--- src/sv/cartridge_bank_controller_macros.svh ---
// assertion helpers for the bank controller modules, included by cbc_bank_regs
`ifndef CARTRIDGE_BANK_CONTROLLER_MACROS_SVH
`define CARTRIDGE_BANK_CONTROLLER_MACROS_SVH

// consequent must hold in the cycle after the antecedent
`define CBC_ASSERT_NEXT(label, ante, cons) \
  label: assert property (@(posedge clk) disable iff (rst) (ante) |=> (cons)) \
    else $error("bank controller check failed");

// consequent must hold in the same cycle as the antecedent
`define CBC_ASSERT_NOW(label, ante, cons) \
  label: assert property (@(posedge clk) disable iff (rst) (ante) |-> (cons)) \
    else $error("bank controller check failed");

`endif

--- src/sv/cbc_pkg.sv ---
`default_nettype none

package cbc_pkg;

  // controller kinds
  localparam logic [1:0] KIND_NONE = 2'd0;
  localparam logic [1:0] KIND_MBC1 = 2'd1;
  localparam logic [1:0] KIND_MBC3 = 2'd2;

  // configuration register indexes
  localparam logic [1:0] REG_KIND       = 2'd0;
  localparam logic [1:0] REG_RAM_AT_RST = 2'd1;

  // address regions, top two address bits
  localparam logic [1:0] RGN_RAM_EN   = 2'd0;
  localparam logic [1:0] RGN_ROM_LOW  = 2'd1;
  localparam logic [1:0] RGN_UPPER    = 2'd2;
  localparam logic [1:0] RGN_MODE_SEL = 2'd3;

  localparam logic [3:0] RAM_EN_KEY = 4'hA;

  typedef struct packed {
    logic [14:0] address;
    logic [7:0]  data;
  } cbc_in_t;

  typedef struct packed {
    logic [6:0] rom_bank;
    logic [1:0] ram_bank;
    logic       ram_enabled;
    logic       ram_banking_mode;
  } cbc_out_t;

  typedef struct packed {
    logic       we;
    logic [1:0] index;
    logic [1:0] data;
  } cbc_cfg_t;

endpackage

`default_nettype wire

--- src/sv/cartridge_bank_controller.sv ---
// Cartridge bank controller, MBC1 and MBC3 style.
// Input channel (in_valid, in_stall, in_item): one processor bus write into the
// ROM window, address and data byte. An item is taken at a clock edge with
// in_valid high and in_stall low.
// Output channel (out_valid, out_stall, out_item): after every write, the mapped
// ROM bank, RAM bank, RAM enable flag and banking mode. One result per item.
// Configuration (cfg_we, cfg_index, cfg_data): index 0 selects the controller
// kind, index 1 sets the RAM enable value and loads the live flag. Write only
// while no item is in flight.
// Each item passes the input register, then decode into the bank registers and
// the output register.
// Throughput: one item per cycle while out_stall is low; the bank registers update
// in the same cycle the result is registered, so the next write sees them at once.
// Reset (rst, synchronous): no controller, ROM bank 1, RAM bank 0, RAM
// disabled, ROM banking mode, both stages empty.
// When out_stall holds the result, one more item waits in the input register;
// after that in_stall rises until the output is taken.
`default_nettype none

module cartridge_bank_controller (
  input  wire logic              clk,
  input  wire logic              rst,
  input  wire logic              in_valid,
  output logic                   in_stall,
  input  wire cbc_pkg::cbc_in_t  in_item,
  output logic                   out_valid,
  input  wire logic              out_stall,
  output cbc_pkg::cbc_out_t      out_item,
  input  wire logic              cfg_we,
  input  wire logic [1:0]        cfg_index,
  input  wire logic [1:0]        cfg_data
);
  import cbc_pkg::*;

  logic     s1_valid;
  cbc_in_t  s1_item;
  logic     out_ready;
  logic     go;
  cbc_out_t result;
  cbc_cfg_t cfg;

  assign cfg      = '{we: cfg_we, index: cfg_index, data: cfg_data};
  assign go       = s1_valid && out_ready;
  assign in_stall = s1_valid && !out_ready;

  // input register
  always_ff @(posedge clk) begin
    if (rst) begin
      s1_valid <= 1'b0;
    end else if (!in_stall) begin
      s1_valid <= in_valid;
    end
  end

  always_ff @(posedge clk) begin
    if (!in_stall && in_valid) begin
      s1_item <= in_item;
    end
  end

  // bank registers and write decode
  cbc_bank_regs u_regs (
    .clk    (clk),
    .rst    (rst),
    .go     (go),
    .item   (s1_item),
    .cfg    (cfg),
    .result (result)
  );

  // result register
  cbc_out_reg u_out (
    .clk    (clk),
    .rst    (rst),
    .load   (go),
    .result (result),
    .stall  (out_stall),
    .ready  (out_ready),
    .valid  (out_valid),
    .item   (out_item)
  );

endmodule

`default_nettype wire

--- src/sv/cbc_bank_regs.sv ---
`default_nettype none

`include "cartridge_bank_controller_macros.svh"

module cbc_bank_regs (
  input  wire logic              clk,
  input  wire logic              rst,
  input  wire logic              go,
  input  wire cbc_pkg::cbc_in_t  item,
  input  wire cbc_pkg::cbc_cfg_t cfg,
  output cbc_pkg::cbc_out_t      result
);
  import cbc_pkg::*;

  logic [1:0] kind;
  logic [4:0] low_bank_bits;
  logic [1:0] high_bank_bits;
  logic [6:0] mapped_rom_bank;
  logic [1:0] mapped_ram_bank;
  logic       ram_enable_flag;
  logic       mode_flag;

  logic [4:0] low_next;
  logic [1:0] high_next;
  logic [6:0] rom_next;
  logic [1:0] ram_next;
  logic       en_next;
  logic       mode_next;

  logic [1:0] region;
  logic [4:0] low_fix;
  logic [6:0] bank7_fix;
  logic       en_key;

  assign region    = item.address[14:13];
  assign low_fix   = (item.data[4:0] == 5'd0) ? 5'd1 : item.data[4:0];
  assign bank7_fix = (item.data[6:0] == 7'd0) ? 7'd1 : item.data[6:0];
  assign en_key    = (item.data[3:0] == RAM_EN_KEY);

  // decode one bus write into register updates
  always_comb begin
    low_next  = low_bank_bits;
    high_next = high_bank_bits;
    rom_next  = mapped_rom_bank;
    ram_next  = mapped_ram_bank;
    en_next   = ram_enable_flag;
    mode_next = mode_flag;
    if (go && kind == KIND_MBC1) begin
      case (region)
        RGN_RAM_EN: begin
          en_next = en_key;
        end
        RGN_ROM_LOW: begin
          low_next = low_fix;
          rom_next = {high_bank_bits, low_fix};
        end
        RGN_UPPER: begin
          high_next = item.data[1:0];
          if (mode_flag) begin
            ram_next = item.data[1:0];
          end else begin
            rom_next = {item.data[1:0], low_bank_bits};
          end
        end
        default: begin
          mode_next = item.data[0];
        end
      endcase
    end else if (go && kind == KIND_MBC3) begin
      case (region)
        RGN_RAM_EN: begin
          en_next = en_key;
        end
        RGN_ROM_LOW: begin
          low_next  = bank7_fix[4:0];
          high_next = bank7_fix[6:5];
          rom_next  = bank7_fix;
        end
        default: begin
        end
      endcase
    end
    // a ram enable register write acts like a cartridge insertion
    if (cfg.we && cfg.index == REG_RAM_AT_RST) begin
      en_next = cfg.data[0];
    end
  end

  // bank state
  always_ff @(posedge clk) begin
    if (rst) begin
      kind            <= KIND_NONE;
      low_bank_bits   <= 5'd0;
      high_bank_bits  <= 2'd0;
      mapped_rom_bank <= 7'd1;
      mapped_ram_bank <= 2'd0;
      ram_enable_flag <= 1'b0;
      mode_flag       <= 1'b0;
    end else begin
      if (cfg.we && cfg.index == REG_KIND) begin
        kind <= cfg.data;
      end
      low_bank_bits   <= low_next;
      high_bank_bits  <= high_next;
      mapped_rom_bank <= rom_next;
      mapped_ram_bank <= ram_next;
      ram_enable_flag <= en_next;
      mode_flag       <= mode_next;
    end
  end

  assign result = '{rom_bank: rom_next, ram_bank: ram_next,
                    ram_enabled: en_next, ram_banking_mode: mode_next};

  // checks
  `CBC_ASSERT_NEXT(a_mbc3_rom_nonzero, go && kind == KIND_MBC3 && region == RGN_ROM_LOW, mapped_rom_bank != 7'd0)
  `CBC_ASSERT_NEXT(a_idle_kind_holds, go && kind != KIND_MBC1 && kind != KIND_MBC3, $stable(mapped_rom_bank) && $stable(mapped_ram_bank) && $stable(mode_flag))
  `CBC_ASSERT_NEXT(a_mode_sel_keeps_banks, go && kind == KIND_MBC1 && region == RGN_MODE_SEL, $stable(mapped_rom_bank) && $stable(mapped_ram_bank))
  `CBC_ASSERT_NEXT(a_cfg_loads_ram_en, cfg.we && cfg.index == REG_RAM_AT_RST, ram_enable_flag == $past(cfg.data[0]))
  `CBC_ASSERT_NOW(a_mbc3_split, go && kind == KIND_MBC3 && region == RGN_ROM_LOW, rom_next == {high_next, low_next})

endmodule

`default_nettype wire

--- src/sv/cbc_out_reg.sv ---
`default_nettype none

module cbc_out_reg (
  input  wire logic              clk,
  input  wire logic              rst,
  input  wire logic              load,
  input  wire cbc_pkg::cbc_out_t result,
  input  wire logic              stall,
  output logic                   ready,
  output logic                   valid,
  output cbc_pkg::cbc_out_t      item
);
  import cbc_pkg::*;

  // register can take a new item when empty or being drained
  assign ready = !valid || !stall;

  // output valid
  always_ff @(posedge clk) begin
    if (rst) begin
      valid <= 1'b0;
    end else if (ready) begin
      valid <= load;
    end
  end

  // output payload
  always_ff @(posedge clk) begin
    if (ready && load) begin
      item <= result;
    end
  end

endmodule

`default_nettype wire

--- config.mk ---
export PLATFORM = sky130hd
export DESIGN_NAME = cartridge_bank_controller
export DESIGN_NICKNAME = d
export VERILOG_FILES = /design/src/sv/cbc_pkg.sv /design/src/sv/cartridge_bank_controller.sv /design/src/sv/cbc_bank_regs.sv /design/src/sv/cbc_out_reg.sv
export VERILOG_INCLUDE_DIRS = /design/src /design/src/sv
export SDC_FILE = /design/constraint.sdc
export NUM_CORES = 1
export LEC_CHECK = 0
export BUFFER_PORTS_ARGS = -buffer_cell sky130_fd_sc_hd__buf_2
export CAP_MARGIN = 10
export CORE_MARGIN = 3
export CORE_UTILIZATION = 45
export DETAILED_ROUTE_END_ITERATION = 8
export MAX_ROUTING_LAYER = met4
export PLACE_DENSITY = 0.68
export REMOVE_ABC_BUFFERS = 1
export SYNTH_ARGS = -nofsm -noshare
export SYNTH_HDL_FRONTEND = slang
export SYNTH_SLANG_ARGS = --single-unit
--- constraint.sdc ---
create_clock -name clk -period 3 [get_ports clk]
set_input_delay 0.9 -clock clk [delete_from_list [all_inputs] [get_ports clk]]
set_output_delay 0.9 -clock clk [all_outputs]
set_load 0.05 [all_outputs]
Word level (Yosys, flattened, before mapping) --
Index checks and enable logic that the tools add are counted.
Storage, ports and cells: flip-flop bits (word level) 55, latch bits 0, memory bits (writable) 0, bits in read-only memories 0, input bits 32, output and inout bits 13, logic and storage cells 70, memories kept 0
Cells by class: add/subtract/negate cells 0, multiply operators 0, divide/modulo/power cells 0, magnitude comparators 0, equal/unequal tests 9, shift operators 0, muxes and demuxes 24, bitwise gates (word level) 0, reduce and logical (&&, ||, !) cells 22
Operator list (count):
- 2-to-1 mux 7 bit | 5
- 2-to-1 mux 5 bit | 5
- 2-to-1 mux 2 bit | 7
- case mux 7 bit (2 select lines) | 1
- logical AND 1 bit | 8
- logical NOT 7 bit | 1
- == test 2 x 1 -> 1 bit (second input constant) | 3
- 2-to-1 mux 1 bit | 6
- != test 2 bit (second input constant) | 3
- AND reduction 3 bit | 2
- logical NOT 5 bit | 1
- == test 2 bit (second input constant) | 2
- == test 4 bit (second input constant) | 1
- logical NOT 1 bit | 4
- logical NOT 2 bit | 2
- nonzero test 2 bit | 2
- OR reduction 3 bit | 1
- logical OR 1 bit | 1

Depth between registers and ports, before layout --
Gate-level depths: netlist of the first run.
depth after elaboration 7, mapped depth 7, gate-level depth less buffers 6

By module --
A second synthesis of the first run with hierarchy kept.
Second synthesis, totals: cells, all modules 191, area, all modules 2486.1 sq um
Modules (own cells, without submodules):
- cbc_bank_regs | instances 1, cells an instance 147, area each 1370.1 sq um, sequential area each 400.4 sq um
- cartridge_bank_controller | instances 1, cells an instance 28, area each 747.0 sq um, sequential area each 710.7 sq um
- cbc_out_reg | instances 1, cells an instance 16, area each 369.1 sq um, sequential area each 350.3 sq um

Worst setup path before layout of the first run --
Ideal clock, no wire load.
path kind input port to output port, start point in out_stall, end point out in_stall, arrival time 1381 ps, data required time 2100 ps, setup slack 719 ps, cell stages on the path 1, buffers on the path 0, cell sequence and3_1
Between the ends: word-level cells in the longest chain between the ends 4
Ends and longest elaborated chain:
- start: declaration | line cartridge_bank_controller.sv:27 | input wire logic out_stall,
- logical NOT 1 bit | line cbc_out_reg.sv:16 | assign ready = !valid || !stall;
- logical OR 1 bit | line cbc_out_reg.sv:16
- logical NOT 1 bit | line cartridge_bank_controller.sv:44 | assign in_stall = s1_valid && !out_ready;
- logical AND 1 bit | line cartridge_bank_controller.sv:44
- end: declaration | line cartridge_bank_controller.sv:24 | output logic in_stall,
No other way between the ends.

Worst setup path after layout of the first run --
Ends and elaborated chain as after synthesis.

==> results by group, run 1 <==
Worst setup path
  – Startpoint types: input port
  – Worst EP required: ~2.1 ns
  – Worst Path Max Fanout: 3
  – Slowest stage delay, CP: between 0.2 and 0.3 ns
  – Crit path buf inv count: 2
  – Crit path cell chain: buf_2, and3_1, buf_2
  – FF-to-FF Start: s1_item[22]$_DFFE_PP_
  – Crit path top cell by count: buf_2
  – Slowest cell on the critical path: buf_2
  – CP arrival: approximately 1.5 ns
  – Critical Path Sink Type: output port
  – Crit-path leading delay family: buffers and inverters
  – Reg2reg path depth: 6
  – Worst reg2reg endpoint: u_out.item[8]$_DFFE_PP_
  – CP Class: input port to output port
  – R2R setup slack: about 0.95 ns

Finish
  – Share of cells above drive strength 1: a little over a quarter
  – Area growth from synthesis to layout: 15.0%
  – Ant. Diodes: 0
  – Final core utilization: 55.5%
  – Net total in the final layout: approximately 240
  – Final Instance Area: 2280 um^2
  – Non-Filler Instances: roughly 260

Placed design
  – Pre-CTS WS: 0.486 ns
  – DP Wirelength: slightly below 3 mm
  – Number of buffers added on ports: 30
  – GPL Wtd Cong: 0.902
  – Dpl cell area: 2150 um^2
  – Placed Cells: ~250

STA
  – Clock skew: 0.00831 ns
  – Slew at the pin with the worst max-slew slack: about 0.70 ns
  – # setup viols final: 0
  – Hold Fails Final Rpt: 0
  – Worst hold slack: between 0.4 and 0.5 ns
  – Final worst slack: 0.639 ns
  – Fmax: ~420 MHz
  – RSZ-0062 raised after global routing: no
  – Final Cycle Share: 78.7%
  – Slew Limit Fails: 0
  – Max-slew headroom: a little over half
  – TNS Setup: 0 ns
  – Minimum clock period: 2.36 ns

Synthesis
  – Ys Warns: 0
  – Synth Cell Area: a little under 2000 um^2
  – Post-synth top area cell: edfxtp_1
  – Seq/Total Area, Yosys: between 50% and 60%
  – Most frequent cells after synthesis: 22 x dfxtp_1, 20 x edfxtp_1, 15 x nor2_1
  – Mapped Cells: 175
  – Ys flop type: dfxtp_1
  – Most used standard cell by instance count after synthesis: dfxtp_1
  – Post-synth EDFFs: 20
  – Distinct cell type count after synthesis: between 40 and 50
  – Share of the synthesized area in the top cell type: 30.2%
  – Syn avg cell area: ~11 um^2
  – Ys async rst share: 0%
  – Number of synthesized register bits: 42
  – Ranking of synthesized cells by area: edfxtp_1 30%, dfxtp_1 22%, nand3_1 3.0%

Global route
  – GR Util All Layers: between 10% and 20%
  – Pin count of the biggest net entering global routing: 26
  – First-pass GRT wire length: ~6.6 mm
  – Antenna violations before repair: 0
  – Number of global-route vias before repair: ~1,400
  – Remaining Overflow, GRT: 0

Die
  – Die area: between 5000 and 6000 um^2
  – Die height: around 72 um
  – Core Rows: 23
  – IO Pins: 45
  – Starting density of the core: 48.3%
  – Die Width: 72.4 um
  – Core ar.: around 4000 um^2

Clock tree
  – Clk buf depth: 2
  – CTS H-Tree Depth: 2
  – CTS resizes: 0
  – Num Clock Sinks: 42
  – Hold_buf cts: 0
  – Worst-skew pair later-pin latency: roughly 0.3 ns
  – Number of setup buffers added after CTS: 0
  – Clock Pin Slew Worst Setup and Hold Paths: 0.08 ns
  – CTS Buf Count: 5
  – Root Buffer Master: clkbuf_8
  – CTS tree: done

Power and ir drop
  – Clock power share: about 40%
  – Leakage: ~0.9 nW
  – Cell-internal power: ~0.97 mW
  – P_sw: 0.272 mW
  – Peak supply drop: 0.000259 V
  – Total power: around 1.2 mW
  – Power per Cell Area: 545 nW/um^2
  – Logic pwr share: 8.3%
  – Switching share of total power: ~22%
  – Reg power frac: between 50% and 60%

Detailed routing
  – DRT iter0 DRCs: 73
  – DRT Pass-1 Iters: 4
  – Routed wire length: just under 4 mm
  – Drt drc: 0
  – Drt wl/cell: roughly 15 um
  – Via/cell ratio: between 5 and 6
  – Antenna-violating nets left: 0
  – Vias after detailed routing: approximately 1,400

Min path
  – Hold_sp: u_regs.mapped_rom_bank[5]$_SDFF_PP0_
  – Path category of the worst min-delay check: register to register
  – WHS Path Cells: 2
  – Hold EP: u_regs.mapped_rom_bank[5]$_SDFF_PP0_

Job
  – Max-capacitance violation count: 0

Outcome
  – Outcome: complete, no violations
power groups by stage:
stage / combinational [mW] / clock (mW) / sequential [mW]
6_report: 0.104 / 0.507 / 0.634
4_1_cts: 0.104 / 0.523 / 0.634
2_1_floorplan: 0.0481 / 0 / 0.664
3_3_place_gp: 0.0998 / 0 / 0.645
3_5_place_dp: 0.103 / 0 / 0.647
5_1_grt: 0.112 / 0.551 / 0.636
routing by layer:
metal	up-vias	part of all wire (%)	track usage (%)
met1	683	42	19.8
met3	5	6.0	4.85
li1	707	-	-
met5	-	0	-
met2	53	51	27.7
met4	0	1.3	6.56
cell usage in the layout (no fill, tap or decap), types with 2 or more instances in the layout:
| master | Yosys | routed |
|---|---|---|
| buf_2 | 2 | 30 |
| o21ai_0 | 4 | 4 |
| nand2_1 | 14 | 14 |
| and4_1 | 2 | 2 |
| and2b_1 | 3 | 3 |
| a21o_1 | 2 | 2 |
| a32oi_1 | 4 | 4 |
| nor3b_1 | 2 | 2 |
| a21oi_1 | 11 | 11 |
| mux2_4 | 3 | 3 |
| nor2_1 | 15 | 15 |
| nand3b_1 | 7 | 7 |
| clkbuf_8 | 0 | 6 |
| nand3_1 | 12 | 12 |
| edfxtp_1 | 20 | 20 |
| nor2b_1 | 4 | 4 |
| a211oi_1 | 2 | 2 |
| inv_1 | 4 | 4 |
| mux2i_1 | 5 | 5 |
| a31oi_1 | 3 | 3 |
| a311oi_1 | 2 | 2 |
| ha_1 | 4 | 4 |
| dfxtp_1 | 22 | 22 |
cells by family after synthesis:
family | count (synthesis) | synth area share, %
multiplexers | 8 | 4.79
AND/OR/NAND/NOR | 73 | 23.0
XOR/XNOR | 1 | 0.819
buffers and inverters | 12 | 3.84
flip-flops | 42 | 52.4
AO/OA/AOI/OAI | 35 | 12.6
adder cells (fa/ha/maj) | 4 | 2.52
flip-flops by register name (all words and copies together), names as in the netlist:
signal and flops:
u_regs.low_bank_bits 5, s1_item 9, s1_valid 1, u_regs.ram_enable_flag 1, u_regs.high_bank_bits 2, u_regs.mapped_ram_bank 2
u_regs.mapped_rom_bank 7, u_out.item 11, u_regs.kind 2, u_regs.mode_flag 1, u_out.valid 1
how the worst max path moves through the flow:
stage,startpoint,end,slack (ns),cells past startpoint
CTS,out_stall,in_stall,0.64,3
finish,out_stall,in_stall,0.64,3
floorplan,out_stall,in_stall,0.72,1
global placement,out_stall,u_out.item[5]$_DFFE_PP_,0.54,6
detailed placement,out_stall,u_out.item[8]$_DFFE_PP_,0.49,6
global route,out_stall,in_stall,0.62,3
final cells by class:
type	count	area, um^2
fill	368	1830
sequential	42	1040
multi-input combinational	121	868
timing repair buffer	30	150
clock buffer	7	108
tap	50	62.6
clock inverter	1	30.0
inverter	5	23.8
worst reg2reg max path, stage by stage (launching register included):
cell      delay [ns]
edfxtp_1        0.42
inv_1           0.10
ha_1            0.40
nor2b_1         0.24
nand3_1         0.23
a32oi_1         0.34
nand2_1         0.08
(Power assumes the default switching activity.)
==> run 2, diff against run 1 <==
==> constraint.sdc (replaced) <==
create_clock -name clk -period 2.3 [get_ports clk]
set_input_delay 0.69 -clock clk [delete_from_list [all_inputs] [get_ports clk]]
set_output_delay 0.69 -clock clk [all_outputs]
set_load 0.05 [all_outputs]
==> results by group, run 2 (synthesis results as in run 1) <==
Die
  – Die area: 5250 um^2 (unchanged)
  – Core ar.: 4120 um^2 (unchanged)
  – Core Rows: 23 (unchanged)
  – Die height: 72.4 um (unchanged)
  – Die Width: 72.4 um (unchanged)
  – Starting density of the core: 48.3% (unchanged)
  – IO Pins: 45 (unchanged)

STA
  – Fmax: 516 MHz
  – RSZ-0062 raised after global routing: no
  – Minimum clock period: a little under 2 ns
  – Clock skew: 0.00498 ns (-0.00333 ns)
  – Hold Fails Final Rpt: 0 (unchanged)
  – Slew Limit Fails: 0 (unchanged)
  – Max-slew headroom: 69.1% (+16 points)
  – Slew at the pin with the worst max-slew slack: 0.459 ns (-0.245 ns)
  – TNS Setup: 0 ns (unchanged)
  – # setup viols final: 0 (unchanged)
  – Worst hold slack: 0.481 ns (-0.00186 ns)
  – Final Cycle Share: ~84%

Power and ir drop
  – Power per Cell Area: 625 nW/um^2 (+15%)
  – Total power: 1.42 mW (+14%)
  – Peak supply drop: 0.000345 V (+33%)
  – Leakage: 0.917 nW (about the same)

Clock tree
  – Hold_buf cts: 0 (unchanged)
  – CTS tree: done
  – Worst-skew pair later-pin latency: 0.29 ns (about the same)
  – CTS Buf Count: 5 (unchanged)
  – Number of setup buffers added after CTS: 0 (unchanged)
  – Num Clock Sinks: 42 (unchanged)
  – CTS resizes: 0 (unchanged)
  – Clk buf depth: 2 (unchanged)
  – Root Buffer Master: clkbuf_8
  – Clock Pin Slew Worst Setup and Hold Paths: 0.08 ns (about the same)
  – CTS H-Tree Depth: 2 (unchanged)

Global route
  – Number of global-route vias before repair: 1,461 (+2.3%)
  – Remaining Overflow, GRT: 0 (unchanged)
  – Pin count of the biggest net entering global routing: 23 (-12%)
  – Met2 GRT Util: 28.0% (+0.30 points)
  – Grt peak-use layer: met2
  – GR Util All Layers: 17.2% (+0.27 points)
  – GR met3 Demand/Resource: 4.71% (-0.14 points)
  – Antenna violations before repair: 0 (unchanged)
  – Met1 Track Usage GR: 20.0% (+0.26 points)
  – First-pass GRT wire length: 6.77 mm (+2.0%)

Finish
  – Largest Register: u_out.item
  – Ant. Diodes: 0 (unchanged)
  – Top Registers: u_out.item: 11 flops, s1_item: 9 flops, u_regs.mapped_rom_bank: 7 flops
  – Register Area: 1040 um^2 (unchanged)
  – Max reg flops: 11 (unchanged)
  – Share of cells above drive strength 1: 28.0% (+1.3 points)
  – Commonest non-fill, non-tap cell in the layout: buf_2
  – Non-Filler Instances: 261 (+2.0%)
  – Final core utilization: 55.1% (-0.43 points)
  – Commonest cells after routing, fill and taps aside: 30 x buf_2, 22 x dfxtp_1, 20 x edfxtp_1
  – Layout fillers: 357 (-3.0%)
  – Area growth from synthesis to layout: 14.1%
  – Multi-input logic area: 868 um^2 (unchanged)
  – Net total in the final layout: 246 (+2.1%)

Detailed routing
  – DRT Pass-1 Iters: 4 (unchanged)
  – Routed wire length: 3.91 mm (-0.33%)
  – DRT iter0 DRCs: 108 (+48%)
  – Drt wl/cell: 15.0 um (-2.2%)
  – Via/cell ratio: 5.69 (+0.59%)
  – Vias after detailed routing: 1,485 (+2.6%)
  – Antenna-violating nets left: 0 (unchanged)
  – Drt drc: 0 (unchanged)

Placed design
  – Number of buffers added on ports: 30 (unchanged)
  – DP Wirelength: 2.95 mm (+1.5%)
  – Placed Cells: 253 (+2.0%)
  – GPL Wtd Cong: 0.860 (-4.6%)

Worst setup path
  – Worst Path Max Fanout: 3 (unchanged)
  – CP arrival: 1.25 ns (-0.21 ns)
  – CP Class: input port to output port
  – Startpoint types: input port
  – Worst EP required: 1.61 ns (-0.49 ns)
  – Critical Path Sink Type: output port

Min path
  – Path category of the worst min-delay check: register to register

Job
  – Max-capacitance violation count: 0 (unchanged)

Outcome
  – Outcome: complete, no violations
run 2: worst max-delay path, cell delays in order:
cell and delay, ns:
buf_2 0.10, and3_1 0.19, buf_2 0.27
run 2: report_power, final:
| group | internal [mW] | switching (mW) |
|---|---|---|
| registers | 0.806 | 0.0203 |
| logic | 0.0496 | 0.0920 |
| clock network | 0.210 | 0.237 |
run 2: layer usage:
metal  share of wire [%]  routed length [um]
met5                   0                   0
met1                  42                1640
met4                 2.6                 102
met2                  47                1860
met3                 7.9                 311
run 2: area by class of cell:
class                   count  share of cell area [%]
clock buffers               6                    3.20
inverters                   5                    1.05
flip-flops and latches     42                    45.9
repair buffers             35                    8.28
well taps                  50                    2.76
clock inverters             2                   0.442
multi-input cells         121                    38.3
run 2: through the flow:
stage,setup WS [ns],cell area (um^2)
after global placement,0.216,2180
after detailed placement,0.161,2180
after global routing,0.289,2270
final,0.361,2270
after CTS,0.355,2270
after floorplan,0.348,1930
run 2: path summary, 6_finish.rpt:
kind / start / to / slack [ns] / depth (start not counted)
worst min register to register: u_regs.mapped_rom_bank[5]$_SDFF_PP0_ / u_regs.mapped_rom_bank[5]$_SDFF_PP0_ / 0.48 / 2
worst min-delay path: u_regs.mapped_rom_bank[5]$_SDFF_PP0_ / u_regs.mapped_rom_bank[5]$_SDFF_PP0_ / 0.48 / 2
worst max-delay path: out_stall / in_stall / 0.36 / 3
worst max register to register: s1_item[21]$_DFFE_PP_ / u_regs.mapped_ram_bank[0]$_SDFF_PP0_ / 0.41 / 6
==> run 3, diff against run 2 <==
--- a/config.mk
+++ b/config.mk
@@ -6,6 +6,7 @@
 export SDC_FILE = /design/constraint.sdc
 export NUM_CORES = 1
 export LEC_CHECK = 0
+export ABC_AREA = 1
 export BUFFER_PORTS_ARGS = -buffer_cell sky130_fd_sc_hd__buf_2
 export CAP_MARGIN = 10
 export CORE_MARGIN = 3
==> constraint.sdc (replaced) <==
create_clock -name clk -period 1.91 [get_ports clk]
set_input_delay 0.573 -clock clk [delete_from_list [all_inputs] [get_ports clk]]
set_output_delay 0.573 -clock clk [all_outputs]
set_load 0.05 [all_outputs]
==> results by group, run 3 <==
Power and ir drop
  – Peak supply drop: 0.000493 V (+43%)
  – Leakage: 0.986 nW (+7.6%)
  – Logic pwr share: 10.8% (+0.8 points)
  – Cell-internal power: 1.28 mW (+20%)
  – Reg power frac: 57.9% (-0.5 points)
  – Power per Cell Area: 761 nW/um^2 (+22%)
  – Clock power share: 31.4% (-0.2 points)
  – P_sw: 0.436 mW (+25%)
  – Switching share of total power: 25.4% (+0.73 points)

Detailed routing
  – Met3 WL: 152 um (-51%)
  – Vias after detailed routing: 1,549 (+4.3%)
  – Highest signal layer in the routed design: met4
  – DRT Pass-1 Iters: 4 (unchanged)
  – Drt drc: 0 (unchanged)
  – Routed wire length: 3.81 mm (-2.8%)
  – Routed length on met2: 1.79 mm (-3.6%)
  – WL met1: 1.79 mm (+8.6%)
  – Antenna-violating nets left: 0 (unchanged)
  – DRT iter0 DRCs: 111 (+2.8%)
  – Via/cell ratio: 4.84 (-15%)
  – Drt wl/cell: 11.9 um (-21%)

Finish
  – Commonest cells after routing, fill and taps aside: 65 x nand2_1, 30 x buf_2, 27 x inv_1
  – Net total in the final layout: 305 (+24%)
  – Final Instance Area: 2250 um^2 (-0.50%)
  – Final core utilization: 54.8% (-0.27 points)
  – Area growth from synthesis to layout: 14.7%
  – Commonest non-fill, non-tap cell in the layout: nand2_1
  – Non-Filler Instances: 320 (+23%)
  – Share of cells above drive strength 1: 21.1% (-6.9 points)
  – Ant. Diodes: 0 (unchanged)
  – Largest Register: u_out.item
  – Max reg flops: 11 (unchanged)
  – Top Registers: u_out.item: 11 flops, s1_item: 9 flops, u_regs.mapped_rom_bank: 7 flops

Synthesis
  – Synth Cell Area: 1970 um^2 (-1.0%)
  – Post-synth top area cell: edfxtp_1
  – Ys flop type: dfxtp_1
  – Distinct cell type count after synthesis: 26 (-46%)
  – Share of the synthesized area in the top cell type: 30.6% (+0.31 points)
  – Ys Warns: 0 (unchanged)
  – Mapped Cells: 233 (+33%)
  – Number of synthesized register bits: 42 (unchanged)
  – Syn avg cell area: 8.44 um^2 (-26%)
  – Ys async rst share: 0% (unchanged)
  – Most frequent cells after synthesis: 65 x nand2_1, 27 x inv_1, 23 x a21oi_1
  – Ranking of synthesized cells by area: edfxtp_1 31%, dfxtp_1 22%, nand2_1 12%
  – Post-synth EDFFs: 20 (unchanged)
  – Most used standard cell by instance count after synthesis: nand2_1
  – Seq/Total Area, Yosys: 53.0% (+0.53 points)

Worst setup path
  – Critical Path Sink Type: output port
  – R2R setup slack: 0.20 ns (-0.21 ns)
  – Launch point of the critical path: s1_valid$_SDFFE_PP0N_
  – Startpoint types: register
  – Worst Path Max Fanout: 2 (-1)
  – FF-to-FF Start: s1_item[22]$_DFFE_PP_
  – CP Class: register to output port
  – Setup crit end: in_stall
  – Reg2reg path depth: 7 (+1)
  – Worst EP required: 1.34 ns (-0.27 ns)
  – CP arrival: 1.16 ns (-0.09 ns)
  – Worst reg2reg endpoint: u_out.item[4]$_DFFE_PP_

Global route
  – First-pass GRT wire length: 6.61 mm (-2.3%)
  – Antenna violations before repair: 0 (unchanged)
  – GR Util All Layers: 17.0% (-0.24 points)
  – Number of global-route vias before repair: 1,509 (+3.3%)
  – Pin count of the biggest net entering global routing: 17 (-26%)
  – Remaining Overflow, GRT: 0 (unchanged)

Clock tree
  – Root Buffer Master: clkbuf_8
  – CTS Buf Count: 5 (unchanged)
  – Number of setup buffers added after CTS: 0 (unchanged)
  – CTS H-Tree Depth: 2 (unchanged)
  – Worst-skew pair later-pin latency: 0.29 ns (about the same)
  – Hold_buf cts: 0 (unchanged)
  – Clk buf depth: 2 (unchanged)
  – Clock Pin Slew Worst Setup and Hold Paths: 0.08 ns (about the same)
  – CTS tree: done
  – Num Clock Sinks: 42 (unchanged)
  – CTS resizes: 0 (unchanged)

STA
  – Slew at the pin with the worst max-slew slack: 0.417 ns (-0.0420 ns)
  – Hold Fails Final Rpt: 0 (unchanged)
  – Minimum clock period: between 1.5 and 2 ns
  – Clock skew: 0.00529 ns (+0.000305 ns)
  – # setup viols final: 0 (unchanged)
  – RSZ-0062 raised after global routing: no
  – TNS Setup: 0 ns (unchanged)
  – Final Cycle Share: 90.9%
  – Slew Limit Fails: 0 (unchanged)
  – Max-slew headroom: 72.2% (+3.1 points)
  – Fmax: between 500 and 600 MHz

Die
  – Starting density of the core: 47.8% (-0.49 points)
  – Die Width: 72.1 um (-0.46%)
  – Die area: 5200 um^2 (-0.92%)
  – Core ar.: 4120 um^2 (unchanged)
  – Core Rows: 23 (unchanged)
  – Die height: 72.1 um (-0.46%)
  – IO Pins: 45 (unchanged)

Placed design
  – Number of buffers added on ports: 30 (unchanged)
  – Placed Cells: 312 (+23%)
  – DP Wirelength: 2.78 mm (-5.5%)
  – GPL Wtd Cong: 0.859 (-0.10%)
  – Dpl cell area: 2170 um^2 (-0.46%)

Outcome
  – Outcome: complete, no violations

Job
  – Max-capacitance violation count: 0 (unchanged)

Min path
  – Path category of the worst min-delay check: register to register
## run 3: cell count changes after synthesis, sizes merged, moves of 6 or more
cell | before | now
a21oi | 11 | 25
nand3 | 13 | 7
nand2 | 15 | 71
nand3b | 7 | 1
inv | 5 | 30
o21ai | 4 | 23
## run 3: cell type report
cell class | count | area (um^2)
Sequential cell | 42 | 1040
Inverter | 30 | 115
Fill cell | 400 | 1860
Tap cell | 50 | 62.6
Clock inverter | 2 | 8.76
Timing Repair Buffer | 32 | 165
Clock buffer | 6 | 72.6
Multi-Input combinational cell | 158 | 790
## run 3: how the worst min path moves through the flow
| stage | cells past startpoint | end | slack (ns) | from |
|---|---|---|---|---|
| 2_1_floorplan | 2 | u_regs.low_bank_bits[1]$_SDFFE_PP0P_ | 0.42 | u_regs.low_bank_bits[1]$_SDFFE_PP0P_ |
| 3_3_place_gp | 2 | u_regs.low_bank_bits[1]$_SDFFE_PP0P_ | 0.43 | u_regs.low_bank_bits[1]$_SDFFE_PP0P_ |
| 3_5_place_dp | 2 | u_regs.low_bank_bits[2]$_SDFFE_PP0P_ | 0.44 | u_regs.low_bank_bits[2]$_SDFFE_PP0P_ |
| 4_1_cts | 1 | s1_item[22]$_DFFE_PP_ | 0.45 | in_item[22] |
| 5_1_grt | 1 | s1_item[5]$_DFFE_PP_ | 0.45 | in_item[5] |
| 6_report | 2 | u_regs.low_bank_bits[1]$_SDFFE_PP0P_ | 0.45 | u_regs.low_bank_bits[1]$_SDFFE_PP0P_ |
## run 3: logic make-up after synthesis
logic type	synth area share, %
AOI/OAI and AO/OA	13.8
and+or+nand+nor	23.8
buffers and inverters	6.87
DFF	53.0
adders and majority gates	2.55
## run 3: through the flow
stage | hold slack (ns) | worst slack [ns] | total power [mW]
global placement | 0.434 | 0.161 | 1.20
detailed placement | 0.440 | 0.159 | 1.20
CTS | 0.447 | 0.165 | 1.73
floorplan | 0.424 | -0.213 | 1.13
global route | 0.449 | 0.0218 | 1.79
finish | 0.450 | 0.174 | 1.72
## run 3: worst max-delay path, stage by stage (launching register included)
cell and delay [ns]:
dfxtp_1 0.38, inv_1 0.07, nor2_1 0.14, buf_2 0.28
## run 3: layer usage
layer	vias to the layer above	track usage, %
li1	828	-
met1	678	20.3
met2	35	27.8
met3	8	2.91
met4	0	7.93
met5	-	-
## run 3: power groups by stage
stage | clock network (mW) | logic [mW] | registers [mW]
floorplan | 0 | 0.0895 | 1.05
global placement | 0 | 0.184 | 1.01
detailed placement | 0 | 0.186 | 1.01
CTS | 0.554 | 0.187 | 0.992
global route | 0.584 | 0.207 | 0.995
finish | 0.538 | 0.185 | 0.992
